## config.mk

```make
export PLATFORM = sky130hd
export DESIGN_NAME = rmq_sqrt
export DESIGN_NICKNAME = d
export VERILOG_FILES = /design/src/assert_macros.svh /design/src/rmq_pkg.sv /design/src/rmq_sqrt.sv
export SDC_FILE = /design/constraint.sdc
export NUM_CORES = 1
export LEC_CHECK = 0
export BUFFER_PORTS_ARGS = -buffer_cell sky130_fd_sc_hd__buf_2
export CORE_UTILIZATION = 47
export DETAILED_ROUTE_END_ITERATION = 10
export PLACE_DENSITY = 0.7
export SLEW_MARGIN = 20
export SYNTH_ARGS = -nofsm -noshare
export SYNTH_HDL_FRONTEND = slang
export SYNTH_SLANG_ARGS = --single-unit
```

## constraint.sdc

```tcl
create_clock -name clk -period 15.7 [get_ports clk]
set_input_delay 1.57 -clock clk [delete_from_list [all_inputs] [get_ports clk]]
set_output_delay 1.57 -clock clk [all_outputs]
set_load 0.05 [all_outputs]
```

## src/assert_macros.svh

```systemverilog
// Assertion macros for the RTL.
`ifndef ASSERT_MACROS_SVH
`define ASSERT_MACROS_SVH
`ifndef SYNTHESIS
// Clocked check, disabled while reset is held.
`define RMQ_ASSERT(lbl, clk, rst_n, prop, msg) \
  lbl: assert property (@(posedge clk) disable iff (!rst_n) prop) else $error(msg);
// Clocked check that also runs through reset.
`define RMQ_ASSERT_RST(lbl, clk, prop, msg) \
  lbl: assert property (@(posedge clk) prop) else $error(msg);
`else
`define RMQ_ASSERT(lbl, clk, rst_n, prop, msg)
`define RMQ_ASSERT_RST(lbl, clk, prop, msg)
`endif
`endif

```

## src/rmq_pkg.sv

```systemverilog
package rmq_pkg;
  localparam int FRAC_BITS = 14;
  localparam int DATA_W    = 16;
  localparam int ONE       = 1 << FRAC_BITS;
  localparam int LIM       = (ONE > 32767) ? 32767 : ONE;
  localparam int ROOT_W    = 16;
  localparam int SQ_W      = 2 * ROOT_W;
  localparam int Q_W       = 15;
  localparam int DEN_W     = ROOT_W + 1;
  localparam int LANES     = 3;

  // Side data that travels with a word through the root and divide stages.
  typedef struct packed {
    logic                               degen;
    logic [LANES-1:0]                   neg;
    logic [LANES-1:0][DATA_W-1:0]       mag;
  } carry_t;

  // One stage of the divider pipeline.
  typedef struct packed {
    logic [DATA_W-1:0]                  qw;
    logic [DEN_W-1:0]                   den;
    logic [LANES-1:0][SQ_W-1:0]         rem;
    logic [LANES-1:0][Q_W-1:0]          q;
    logic [LANES-1:0]                   ovf;
    carry_t                             car;
  } div_stage_t;
endpackage

```

## src/rmq_sqrt.sv

```systemverilog
module rmq_sqrt (
  input  logic                        clk,
  input  logic                        rst_n,
  input  logic                        in_valid,
  output logic                        in_ready,
  input  logic [rmq_pkg::SQ_W-1:0]    in_n,
  input  rmq_pkg::carry_t             in_car,
  output logic                        out_valid,
  input  logic                        out_ready,
  output logic [rmq_pkg::ROOT_W-1:0]  out_root,
  output rmq_pkg::carry_t             out_car
);
  import rmq_pkg::*;

  logic [SQ_W-1:0] n_r   [ROOT_W];
  logic [SQ_W-1:0] res_r [ROOT_W];
  carry_t          car_r [ROOT_W];
  logic [ROOT_W-1:0] v_r;
  logic [ROOT_W:0]   rdy;

  assign rdy[ROOT_W] = out_ready;
  assign in_ready    = rdy[0];

  // One result bit per stage, highest bit first.
  for (genvar s = 0; s < ROOT_W; s++) begin : g_stage
    localparam logic [SQ_W-1:0] SBIT = SQ_W'(1) << (SQ_W - 2 - 2 * s);
    logic [SQ_W-1:0] n_in, res_in, sum, n_nxt, res_nxt;
    logic            v_in;
    carry_t          car_in;

    if (s == 0) begin : g_first
      assign n_in   = in_n;
      assign res_in = '0;
      assign v_in   = in_valid;
      assign car_in = in_car;
    end else begin : g_next
      assign n_in   = n_r[s-1];
      assign res_in = res_r[s-1];
      assign v_in   = v_r[s-1];
      assign car_in = car_r[s-1];
    end

    assign rdy[s] = !v_r[s] || rdy[s+1];

    always_comb begin
      sum = res_in + SBIT;
      if (n_in >= sum) begin
        n_nxt   = n_in - sum;
        res_nxt = (res_in >> 1) + SBIT;
      end else begin
        n_nxt   = n_in;
        res_nxt = res_in >> 1;
      end
    end

    always_ff @(posedge clk) begin
      if (!rst_n) begin
        v_r[s] <= 1'b0;
      end else if (rdy[s]) begin
        v_r[s] <= v_in;
      end
      if (rdy[s] && v_in) begin
        n_r[s]   <= n_nxt;
        res_r[s] <= res_nxt;
        car_r[s] <= car_in;
      end
    end
  end

  assign out_valid = v_r[ROOT_W-1];
  assign out_root  = res_r[ROOT_W-1][ROOT_W-1:0];
  assign out_car   = car_r[ROOT_W-1];
endmodule

```

Word-level counts from Yosys, hierarchy flattened

Memory sizes are Yosys's and may differ from the RTL's.
Index checks and enable logic that the tools add are counted.

Register bits after elaboration: 16
Output and inout port bits: 70
RAM bits: 1,856
Memories: 3
Input bits: 88
Word-level logic and storage cells: 193

Add/subtract/negate cells: 46
Mux-type cells: 64
Reduce and logical (&&, ||, !) cells: 48
Order comparisons: 16

Memory list:

| memory | depth | bits a word | rd ports | clocked after Yosys merged registers in | write ports | RTL line       | text |
|---|---|---|---|---|---|---|---|
| car_r  | 16    | 52          | 16       | 0                                       | 16          | rmq_sqrt.sv:17 | `carry_t car_r [ROOT_W];` |
| n_r    | 16    | 32          | 15       | 0                                       | 16          | rmq_sqrt.sv:15 | `logic [SQ_W-1:0] n_r [ROOT_W];` |
| res_r  | 16    | 32          | 16       | 0                                       | 16          | rmq_sqrt.sv:16 | `logic [SQ_W-1:0] res_r [ROOT_W];` |

Operator list:

| kind                                                              | count |
|---|---|
| 32-bit two-way mux                                                | 31 |
| 32-bit greater-or-equal comparator                                | 15 |
| 32-bit subtractor                                                 | 15 |
| 31-bit by 1-bit adder with 32-bit output (second input constant)  | 1 |
| 31-bit by 11-bit adder with 32-bit output (second input constant) | 1 |
| 31-bit by 13-bit adder with 32-bit output (second input constant) | 1 |
| 31-bit by 15-bit adder with 32-bit output (second input constant) | 1 |
| 31-bit by 17-bit adder with 32-bit output (second input constant) | 1 |
| 31-bit by 19-bit adder with 32-bit output (second input constant) | 1 |
| 31-bit by 21-bit adder with 32-bit output (second input constant) | 1 |
| 31-bit by 23-bit adder with 32-bit output (second input constant) | 1 |
| 31-bit by 25-bit adder with 32-bit output (second input constant) | 1 |
| 31-bit by 27-bit adder with 32-bit output (second input constant) | 1 |
| 31-bit by 29-bit adder with 32-bit output (second input constant) | 1 |
| 31-bit by 3-bit adder with 32-bit output (second input constant)  | 1 |
| 31-bit by 5-bit adder with 32-bit output (second input constant)  | 1 |
| 31-bit by 7-bit adder with 32-bit output (second input constant)  | 1 |
| 31-bit by 9-bit adder with 32-bit output (second input constant)  | 1 |
| 32-bit by 1-bit adder with 32-bit output (second input constant)  | 1 |
| 32-bit by 11-bit adder with 32-bit output (second input constant) | 1 |
| 32-bit by 13-bit adder with 32-bit output (second input constant) | 1 |
| 32-bit by 15-bit adder with 32-bit output (second input constant) | 1 |
| 32-bit by 17-bit adder with 32-bit output (second input constant) | 1 |
| 32-bit by 19-bit adder with 32-bit output (second input constant) | 1 |
| 16 further kinds                                                  | 92 |

Logic depth before layout (Yosys ltp)

Depth after elaboration: 20
Gate-level depth with buffers: 11
Mapped depth without buffers: 10

Least setup slack after synthesis

Ideal clock, no wire load.

Path type: input-to-reg
From: input out_ready
To: memory car_r[1][0] (netlist bit), enable pin
Arrival time: 9.075 ns
Path slack: 5.939 ns
Required time: 15.014 ns
Library setup time: 0.686 ns
Path buffers: 1
Stages: 5
Cell sequence: and4b_1 -> and3_1 -> and3_1 -> clkbuf_1 -> a21boi_0

RTL lines:

| element     | RTL line       | text |
|---|---|---|
| from (decl) | rmq_sqrt.sv:9  | `input logic out_ready,` |
| to (decl)   | rmq_sqrt.sv:17 |  |

Final worst setup path

From: input out_ready
To: output in_ready

Word-level cells in the longest chain between the ends: 16

RTL lines:

| element                        | RTL line       | text |
|---|---|---|
| 1-bit logical OR (16 in a row) | rmq_sqrt.sv:43 | `assign rdy[s] = !v_r[s] \|\| rdy[s+1];` |
| to (decl)                      | rmq_sqrt.sv:5  | `output logic in_ready,` |

No other way between the ends.

==> run metrics <==
status completed; TritonRoute pass-1 iters 5; TritonCTS clock tree done; Die X-Extent 344 um; crit path max fanout 5; worst-path cell chain buf_2, and4b_1, and3_1, and2_1, and4_1, and3_1, nand2_1, buf_2; Netlist cell types 79; Die Footprint 118000 um^2; Synth Flop Type edfxtp_1; minimum clock period 5550 ps; DR DRC count 0; Finished Core Util 53.2%; Final #Nets ~3600; clock share of power a little over two fifths; drt total wl 83700 um; Worst-Skew Late Latency 720 ps; Seq/Total Area, Yosys 79.7%; share of the synthesized area in the top cell type 79.1%; num rows 125; switching share of power 18.7%; P_sw 1.40 mW; Sink Count 1464; Crit path max-delay family simple AND/OR/NAND/NOR gates; GR peak layer met2; Initial Util 47.4%; PortBufs approximately 160; I/O pin total 158; Die H 344 um; fin crit share 35.3%; Worst Path Arrival between 3000 and 4000 ps; flops & latches, synth 1464; Peak VDD IR 0.120 mV; met3 Usage GRT 2.60%; initial antenna violation count 1; DR vias around 25000; clock skew 30.7 ps; core area 116000 um^2; WS Path Type input port to output port; LEAKAGE 21.2 nW; syn nets 3391; vias in the first global route 25400; global-route wire length before repair 133000 um; HP Class flop to flop; CP Buf/Inv Count 2; CP Capture Type output port; grt total ovfl 0; Worst-Margin Slew 1030 ps; Slew Viols, Final 0; clock tree buffer depth 3; Final ANT Viol Nets 0; asr flop ratio synth 0%; H-tree depth 4; Maximum Capacitance Violations 0; largest cells by area after synthesis edfxtp_1, ha_1, xor2_1, xnor2_1, inv_1; Overall Global Routing Usage ~14%; most frequent cells in the layout edfxtp_1, inv_1, buf_2, ha_1, clkbuf_16; post-CTS setup buffer count 0; post-synthesis cell area 55000 um^2; Comb power frac 0.8%; Avg Vias per Cell 5.00; startpoint class of the critical path input port; cts hold-fix bufs 0; Max stage delay on crit path 430 ps; CTS buffer count 141; setup TNS 0 ps; wire per inst approximately 17 um; maximum number of pins on one net before global-route repair 80; unrepaired setup endpoints after global routing false; hold_ws 398 ps; P_int just over 6 mW; Setup-failing EPs final 0; Critical Path RT 14130 ps; share of layout cells above drive strength 1 between 10 and 15%; DR iter-0 viols 1396; Final Hold Viols 0; synthesized netlist cell count ~3200; syn avg cell area 17.4 um^2; hpwl dp approximately 56000 um; dpl cells 4782; Resized cells post-CTS 0; Yosys top cell by area edfxtp_1; Yosys warning total 0; fmax 180 MHz; Slowest-stage cell, CP and3_1; CTS root buf clkbuf_16; Reg clk slew, reported paths 60 ps; Slew Limit Headroom 31.5%; commonest non-fill, non-tap cell in the layout edfxtp_1; Synth-to-Final Area Change 12.4%; pwr dens 121 nW/um^2; M1 GR Usage between 10% and 20%; number of synthesized flops with an enable pin 1448; routing usage on met2 between 20% and 30%; Flop pwr share a little under three fifths; gpl congestion 0.880; Post-Layout Cell Count 5036
==> flip-flops by register name, indices dropped and copies added, names as in the netlist <==
| name | count |
|---|---|
| car_r | 832 |
| res_r | 136 |
| g_stage.v_in | 15 |
| out_valid | 1 |
| n_r | 480 |
==> area by class of cell <==
type                       instances  area (um^2)
antenna                            1         2.50
multi-input combinational       1426        10100
clock buffer                     181         3780
tap                             1524         1910
fill                            9020        54300
clock inverter                    72          524
timing repair buffer             182          973
sequential                      1464        43800
inverter                         186          698
==> kinds of logic (layout without fill, tap and decap cells) <==
kind of cell,Yosys count,after routing,synth area share (%)
AO/OA/AOI/OAI,424,424,4.97
XOR/XNOR,184,184,2.93
adder cells (fa/ha/maj),150,150,3.41
buffers and inverters,263,621,2.21
flip-flops,1464,1464,79.7
multiplexers,21,21,0.421
other,0,1,0
AND/OR/NAND/NOR,647,647,6.35
==> synth_stat cells (7+ instances only) <==
library cell	count
and2_1	10
a21oi_1	101
o21ai_1	7
nor4_1	68
nand4_1	22
nor3_1	73
or3_1	19
xor2_1	96
o31ai_1	22
dfxtp_1	16
o21ai_0	105
buf_4	57
a31oi_1	11
nor2b_1	34
nor4b_1	21
ha_1	150
clkbuf_1	14
or4_1	13
nand3_1	37
a211oi_1	10
mux2_2	13
o21a_1	52
mux2i_1	7
nand2_1	132
nor2_1	118
inv_1	184
a21o_1	34
edfxtp_1	1448
a21boi_0	14
or2_2	16
nand2b_1	26
xnor2_1	88
and3_1	13
o211ai_1	10
==> stage by stage <==
step	power, mW	instance area [um^2]	worst slack, ps
after global routing	7.72	61800	9990
after floorplan	4.41	55000	5940
after global placement	4.43	57500	10110
after detailed placement	4.43	57500	10120
after CTS	7.56	61800	10120
final	7.48	61800	10150
==> power groups by stage <==
| stage | registers, mW | logic, mW | clock network [mW] |
|---|---|---|---|
| floorplan | 4.38 | 0.0347 | 0 |
| CTS | 4.29 | 0.0607 | 3.21 |
| detailed placement | 4.37 | 0.0603 | 0 |
| global placement | 4.37 | 0.0588 | 0 |
| finish | 4.29 | 0.0597 | 3.13 |
| global route | 4.29 | 0.0670 | 3.36 |
==> worst paths after layout <==
kind                                       start       endpoint  slack, ps  cells after the start
worst min register to register     car_r[0][281]  car_r[0][333]        400                      0
worst min-delay path               car_r[0][281]  car_r[0][333]        400                      0
worst max-delay path                   out_ready       in_ready      10150                      8
worst max register to register  g_stage[15].v_in   car_r[0][27]      12100                      7
==> routing by layer <==
layer / part of all wire, % / vias to the layer above
li1: - / 12500
met1: 43 / 12000
met2: 51 / 488
met3: 3.5 / 171
met4: 3.0 / 0
met5: 0 / -
Note: power is estimated with default switching activity, not from simulation.
