`src/assert_macros.svh`:
```
// Assertion macros for the RTL.
`ifndef ASSERT_MACROS_SVH
`define ASSERT_MACROS_SVH
`ifndef SYNTHESIS
// Clocked check, disabled while reset is held.
`define RMQ_ASSERT(lbl, clk, rst_n, prop, msg) \
  lbl: assert property (@(posedge clk) disable iff (!rst_n) prop) else $error(msg);
// Clocked check that also runs through reset.
`define RMQ_ASSERT_RST(lbl, clk, prop, msg) \
  lbl: assert property (@(posedge clk) prop) else $error(msg);
`else
`define RMQ_ASSERT(lbl, clk, rst_n, prop, msg)
`define RMQ_ASSERT_RST(lbl, clk, prop, msg)
`endif
`endif

```
`src/rmq_pkg.sv`:
```
package rmq_pkg;
  localparam int FRAC_BITS = 14;
  localparam int DATA_W    = 16;
  localparam int ONE       = 1 << FRAC_BITS;
  localparam int LIM       = (ONE > 32767) ? 32767 : ONE;
  localparam int ROOT_W    = 16;
  localparam int SQ_W      = 2 * ROOT_W;
  localparam int Q_W       = 15;
  localparam int DEN_W     = ROOT_W + 1;
  localparam int LANES     = 3;

  // Side data that travels with a word through the root and divide stages.
  typedef struct packed {
    logic                               degen;
    logic [LANES-1:0]                   neg;
    logic [LANES-1:0][DATA_W-1:0]       mag;
  } carry_t;

  // One stage of the divider pipeline.
  typedef struct packed {
    logic [DATA_W-1:0]                  qw;
    logic [DEN_W-1:0]                   den;
    logic [LANES-1:0][SQ_W-1:0]         rem;
    logic [LANES-1:0][Q_W-1:0]          q;
    logic [LANES-1:0]                   ovf;
    carry_t                             car;
  } div_stage_t;
endpackage

```
`src/rmq_div.sv`:
```
module rmq_div (
  input  logic                        clk,
  input  logic                        rst_n,
  input  logic                        in_valid,
  output logic                        in_ready,
  input  logic [rmq_pkg::ROOT_W-1:0]  in_root,
  input  rmq_pkg::carry_t             in_car,
  output logic                        out_valid,
  input  logic                        out_ready,
  output rmq_pkg::div_stage_t         out_st
);
  import rmq_pkg::*;

  localparam int NST = Q_W + 1;

  div_stage_t      st_r [NST];
  logic [NST-1:0]  v_r;
  logic [NST:0]    rdy;

  assign rdy[NST]  = out_ready;
  assign in_ready  = rdy[0];

  // Stage 0 forms the divisor, the clamped scalar part and the overflow test; each later stage
  // settles one quotient bit in all three lanes.
  for (genvar s = 0; s < NST; s++) begin : g_stage
    div_stage_t st_nxt;
    logic       v_in;

    assign rdy[s] = !v_r[s] || rdy[s+1];

    if (s == 0) begin : g_first
      logic [DEN_W-1:0] den;
      logic [SQ_W-1:0]  dtop;
      assign v_in = in_valid;
      assign den  = {in_root, 1'b0};
      assign dtop = SQ_W'(den) << Q_W;
      always_comb begin
        st_nxt     = '0;
        st_nxt.den = den;
        st_nxt.car = in_car;
        if (ROOT_W'(in_root >> 1) > ROOT_W'(LIM)) begin
          st_nxt.qw = DATA_W'(LIM);
        end else begin
          st_nxt.qw = DATA_W'(in_root >> 1);
        end
        for (int j = 0; j < LANES; j++) begin
          st_nxt.rem[j] = SQ_W'(in_car.mag[j]) << FRAC_BITS;
          st_nxt.ovf[j] = st_nxt.rem[j] >= dtop;
        end
      end
    end else begin : g_next
      localparam int K = Q_W - s;
      logic [SQ_W-1:0] dsh;
      assign v_in = v_r[s-1];
      assign dsh  = SQ_W'(st_r[s-1].den) << K;
      always_comb begin
        st_nxt = st_r[s-1];
        for (int j = 0; j < LANES; j++) begin
          if (st_r[s-1].rem[j] >= dsh) begin
            st_nxt.rem[j]  = st_r[s-1].rem[j] - dsh;
            st_nxt.q[j][K] = 1'b1;
          end
        end
      end
    end

    always_ff @(posedge clk) begin
      if (!rst_n) begin
        v_r[s] <= 1'b0;
      end else if (rdy[s]) begin
        v_r[s] <= v_in;
      end
      if (rdy[s] && v_in) begin
        st_r[s] <= st_nxt;
      end
    end
  end

  assign out_valid = v_r[NST-1];
  assign out_st    = st_r[NST-1];
endmodule

```
`config.mk`:
```
export PLATFORM = sky130hd
export DESIGN_NAME = rmq_div
export DESIGN_NICKNAME = d
export VERILOG_FILES = /design/src/assert_macros.svh /design/src/rmq_pkg.sv /design/src/rmq_div.sv
export SDC_FILE = /design/constraint.sdc
export NUM_CORES = 2
export LEC_CHECK = 0
export ABC_CLOCK_PERIOD_IN_PS = 38900
export CAP_MARGIN = 20
export CELL_PAD_IN_SITES_DETAIL_PLACEMENT = 2
export CELL_PAD_IN_SITES_GLOBAL_PLACEMENT = 2
export CORE_ASPECT_RATIO = 1.75
export CORE_MARGIN = 2
export CORE_UTILIZATION = 40
export CTS_CLUSTER_SIZE = 25
export DETAILED_ROUTE_END_ITERATION = 8
export DONT_BUFFER_PORTS = 1
export PLACE_DENSITY_LB_ADDON = 0.1
export SYNTH_ARGS = -nofsm -noshare
export SYNTH_HDL_FRONTEND = slang
export SYNTH_SLANG_ARGS = --single-unit
```
`constraint.sdc`:
```
create_clock -name clk -period 38.9 [get_ports clk]
set_input_delay 7.78 -clock clk [delete_from_list [all_inputs] [get_ports clk]]
set_output_delay 7.78 -clock clk [all_outputs]
set_load 0.005 [all_outputs]
```
== Yosys cells after proc, flatten, opt, wreduce, memory -nomap -nowiden ==
Memory sizes are Yosys's and may differ from the RTL's.
Cells that the tools add are included.

* Bits in registers: 16
* RAM bits: 3664
* Input port bits: 72
* Output and inout bits: 231
* Word-level logic and storage cells: 282
* Memories kept: 1

{| class="wikitable"
|+ Memories
! name !! depth !! width !! rd ports !! clocked after memory_dff !! wr ports !! RTL line !! source
|-
| st_r || 16 || 229 || 16 || 0 || 16 || rmq_div.sv:16 || <nowiki>div_stage_t st_r [NST];</nowiki>
|}

* Add/sub/neg operators: 45
* $lt $le $gt $ge: 49
* Muxes and demuxes: 123
* Reduce and logical (&&, ||, !) cells: 48

{| class="wikitable"
|+ Operators by type and width
! kind !! count
|-
| 32-bit 2-to-1 mux || 45
|-
| 30-bit by 32-bit >= comparator with 1-bit output || 3
|-
| 32-bit by 17-bit >= comparator with 1-bit output || 3
|-
| 32-bit by 18-bit >= comparator with 1-bit output || 3
|-
| 32-bit by 19-bit >= comparator with 1-bit output || 3
|-
| 32-bit by 20-bit >= comparator with 1-bit output || 3
|-
| 32-bit by 21-bit >= comparator with 1-bit output || 3
|-
| 32-bit by 22-bit >= comparator with 1-bit output || 3
|-
| 32-bit by 23-bit >= comparator with 1-bit output || 3
|-
| 32-bit by 24-bit >= comparator with 1-bit output || 3
|-
| 32-bit by 25-bit >= comparator with 1-bit output || 3
|-
| 32-bit by 26-bit >= comparator with 1-bit output || 3
|-
| 32-bit by 27-bit >= comparator with 1-bit output || 3
|-
| 32-bit by 28-bit >= comparator with 1-bit output || 3
|-
| 32-bit by 29-bit >= comparator with 1-bit output || 3
|-
| 32-bit by 30-bit >= comparator with 1-bit output || 3
|-
| 32-bit by 31-bit >= comparator with 1-bit output || 3
|-
| 32-bit by 17-bit subtractor with 32-bit output || 3
|-
| 32-bit by 18-bit subtractor with 32-bit output || 3
|-
| 32-bit by 19-bit subtractor with 32-bit output || 3
|-
| 32-bit by 20-bit subtractor with 32-bit output || 3
|-
| 32-bit by 21-bit subtractor with 32-bit output || 3
|-
| 32-bit by 22-bit subtractor with 32-bit output || 3
|-
| 32-bit by 23-bit subtractor with 32-bit output || 3
|-
| other kinds (14) || 151
|}

== Logic depth before layout (Yosys ltp) ==
* Word-level depth: 20
* Gate-level depth with buffers: 14
* Gate-level depth less buffers: 14

== Worst setup path before layout ==
OpenSTA, ideal clock, no wires.

* Kind: input to register
* From: input out_ready
* To: memory st_r[1][1374] in the netlist's numbering (enable)
* Setup time: 1.130 ns
* Arrival time: 23.565 ns
* Required time: 37.770 ns
* Slack: 14.205 ns
* Stages: 2
* Path buffers: 0
* Cells stage by stage: nor2b_1 a21boi_0

{| class="wikitable"
|+ RTL lines
! element !! RTL line !! source
|-
| from (decl) || rmq_div.sv:9 || <nowiki>input logic out_ready,</nowiki>
|-
| to (decl) || rmq_div.sv:16 ||
|}

== Final worst setup path ==
* From: input out_ready
* To: output in_ready

* Cells in the longest elaborated chain, start to end: 16

{| class="wikitable"
|+ RTL lines
! element !! RTL line !! source
|-
| 1-bit logical OR (16 in a row) || rmq_div.sv:29 || <nowiki>assign rdy[s] = !v_r[s] || rdy[s+1];</nowiki>
|-
| to (decl) || rmq_div.sv:5 || <nowiki>output logic in_ready,</nowiki>
|}

No other way between the ends.

==> run_results.csv <==
group,metric,value,unit
yosys,yosys.area_share.xor_xnor,5.420,%
clock_network,clk_pin_slew,70,ps
power,ir_worst_vdd,0.03824,mV
global_route,grt_max_degree,133,
clock_network,numCtsBuffers,284,
worst_setup_path,cp.arrival,10430,ps
status,outcome,"completed",
worst_setup_path,critPathMaxFanout,6,
yosys,ys.flop_type,"edfxtp_1",
sta,fin_tns_setup,0,ps
clock_network,cts_max_level,5,
worst_setup_path,cp_cell_sequence,"nor2b_1 > nand3_1 > nor2_1 > nand2_1 > nor4_1 > nand4_1",
yosys,synth-compound-area-share,10.10,%
yosys,syn_inst,10430,
global_route,overflow,0,
yosys,synth-seq-cells,2832,
worst_setup_path,max_stage_delay,780,ps
detailed_routing,drt-total-wl,512900,um
yosys,yosys.area_share.adder,7.678,%
power,leakage,52.65,nW
global_route,grt_pass1_vias,97790,
sta,max_slew_margin,16.99,%
detailed_routing,wl_per_cell,33.93,um
detailed_routing,ant_nets,0,
place,gp_congestion,0.9445,
clock_network,clk_latency,980,ps
yosys,synth.distinct_cells,89,
yosys,syn_area,135400,um^2
place,io_buffer_count,0,
final_layout,fill_cells,32930,
floorplan,start_util,40.19,%
worst_setup_path,r2r-end,"st_r[0][638]",
worst_setup_path,path_class,"in2out",
sta,fin_crit_sh,46.80,%
detailed_routing,first_pass_iters,6,
sta,period_minus_slack,18210,ps
final_layout,final_cell_mix,"edfxtp_1, ha_1, nand2_1",
yosys,synthArstFlopShare,0,%
global_route,use_met2,59.50,%
final_layout,drive_gt1_share,7.386,%
clock_network,post_cts_buffers,0,
hold_path,min_to,"st_r[0][1348]",
sta,drv_slew,0,
worst_setup_path,path_depth,6,
final_layout,layout.nets,11320,
final_layout,area_growth,10.21,%
floorplan,ios,303,
sta,rsz0062_at_grt,"false",
yosys,synth_mux_area_share,1.362,%
clock_network,cts_buffer_depth,4,
worst_setup_path,cpMaxStageDelayCell,"nor4_1",
global_route,grt_use_total,29.13,%
final_layout,final_common_cell,"edfxtp_1",
global_route,antenna_found_initial,47,
clock_network,clockRootBuffer,"clkbuf_16",
yosys,ys_seq_area_share,62.68,%
global_route,grt_pass1_wl,711500,um
floorplan,die_area,343400,um^2
yosys,synth_edf_count,2816,
hold_path,holdCritStartpoint,"st_r[0][1119]",
worst_setup_path,cp_num_buf_inv,0,
power,power.density,43.48,nW/um^2
clock_network,cts_resized,0,
place,dpl.hpwl,402200,um
worst_setup_path,required,31120,ps
worst_setup_path,critical_path.top_delay_family,"simple AND/OR/NAND/NOR gates",
sta,worstMarginPinSlew,1232,ps
yosys,ys_warn_count,0,
sta,whs,373.9,ps
worst_setup_path,r2r_cells,10,
worst_setup_path,worstSetupEndpointType,"primary output",
worst_setup_path,cp-start-kind,"input port",
clock_network,clock-sinks,2832,
detailed_routing,via_count,86080,
global_route,grtUsageMet3,4.339,%
clock_network,hold_buffers,0,
sta,skew,113.1,ps
sta,fmax,54.93,MHz
detailed_routing,viasPerCell,5.694,
yosys,avgSynthCellArea,12.98,um^2
global_route,grtUsageMet1,21.33,%
hold_path,holdPathStages,0,
floorplan,die_x,443.8,um
global_route,grt_busiest_layer,"met2",
clock_network,tritoncts,"yes",
floorplan,die_h,773.7,um
sta,setup_violations,0,
sta,hold_viol,0,
job,drv_cap,0,
yosys,synth-simple-area-share,9.701,%
worst_setup_path,setup.worst_path.start,"out_ready",
yosys,synth_top_family_by_area,"compound AO/OA/AOI/OAI gates",
worst_setup_path,rrSetupSlack,33960,ps
floorplan,rows,282,
hold_path,hp-class,"reg2reg",
floorplan,fp.coreArea,337000,um^2
detailed_routing,drt_iter0_drc,4270,
detailed_routing,route.detailed.drc,0,
worst_setup_path,timing.rr.start,"st_r[0][428]",
## per-layer routing
layer	routed length, um	up-vias
li1	-	38730
met1	137100	43450
met2	295000	2346
met3	17580	1513
met4	62980	36
met5	252	-
## sequential cells by signal, indices dropped and copies added, names as in the netlist
signal	cells
st_r	2816
g_stage.v_in	15
out_valid	1
## report_power, final
group	leakage [nW]	internal, W	total, W	switching, W
Clock	4.56	0.00162	0.00290	0.00128
Sequential	25.5	0.00334	0.00337	0.0000294
Combinational	22.6	0.0000764	0.000216	0.000140
## cell families after synthesis
group	after synthesis
compound gates	2224
xor+xnor	838
fa+ha+maj	804
buf+inv	867
flops	2832
mux	165
other cells	1
simple gates	2701
## area by class of cell
| type | count | area, um^2 | share of cell area, % |
|---|---|---|---|
| flip-flops and latches | 2832 | 84880 | 56.87 |
| multi-input cells | 6737 | 46700 | 31.29 |
| clock buffers | 338 | 7552 | 5.060 |
| well taps | 4402 | 5508 | 3.690 |
| inverters | 484 | 1817 | 1.217 |
| clock inverters | 161 | 1799 | 1.206 |
| repair buffers | 103 | 835.8 | 0.5600 |
| diodes | 60 | 150.1 | 0.1006 |
## worst max-delay path by stage
stage,end
6_report,in_ready
5_1_grt,in_ready
4_1_cts,in_ready
3_5_place_dp,in_ready
3_3_place_gp,in_ready
2_1_floorplan,st_r[1][1374]
## cells in the mapped netlist, drive strengths merged (41+ instances only)
cell	instances	share of area, %
nor4	102	0.47
nor3	246	0.91
edfxtp	2816	62
o31ai	75	0.42
fa	45	0.67
nand4	106	0.49
nor2	713	2.0
clkbuf	141	0.39
o21ai	688	2.5
xor2	428	2.8
a21boi	41	0.23
o21a	133	0.74
nand2b	169	0.78
mux2	154	1.3
buf	242	1.3
xnor2	410	2.7
a21oi	637	2.4
or3	91	0.43
nand2	722	2.0
inv	483	1.3
nand3	131	0.48
and3	44	0.20
ha	759	7.0
or4	55	0.31
a211oi	53	0.30
nor2b	144	0.67
a21o	238	1.3
a31oi	67	0.31
o21bai	44	0.24
## per-stage QoR
stage	util [%]	std cells	power, W	setup WS [ps]	cell area (um^2)
final	44.29	15120	0.006489	20690	149200
after detailed placement	41.45	14560	0.003653	20950	139700
after global placement	41.44	14550	0.003643	21160	139600
after floorplan	-	10440	0.003562	14200	135400
after CTS	44.23	15050	0.006540	20850	149000
after global routing	44.28	15100	0.006646	20630	149200
(Power assumes the default switching activity.)
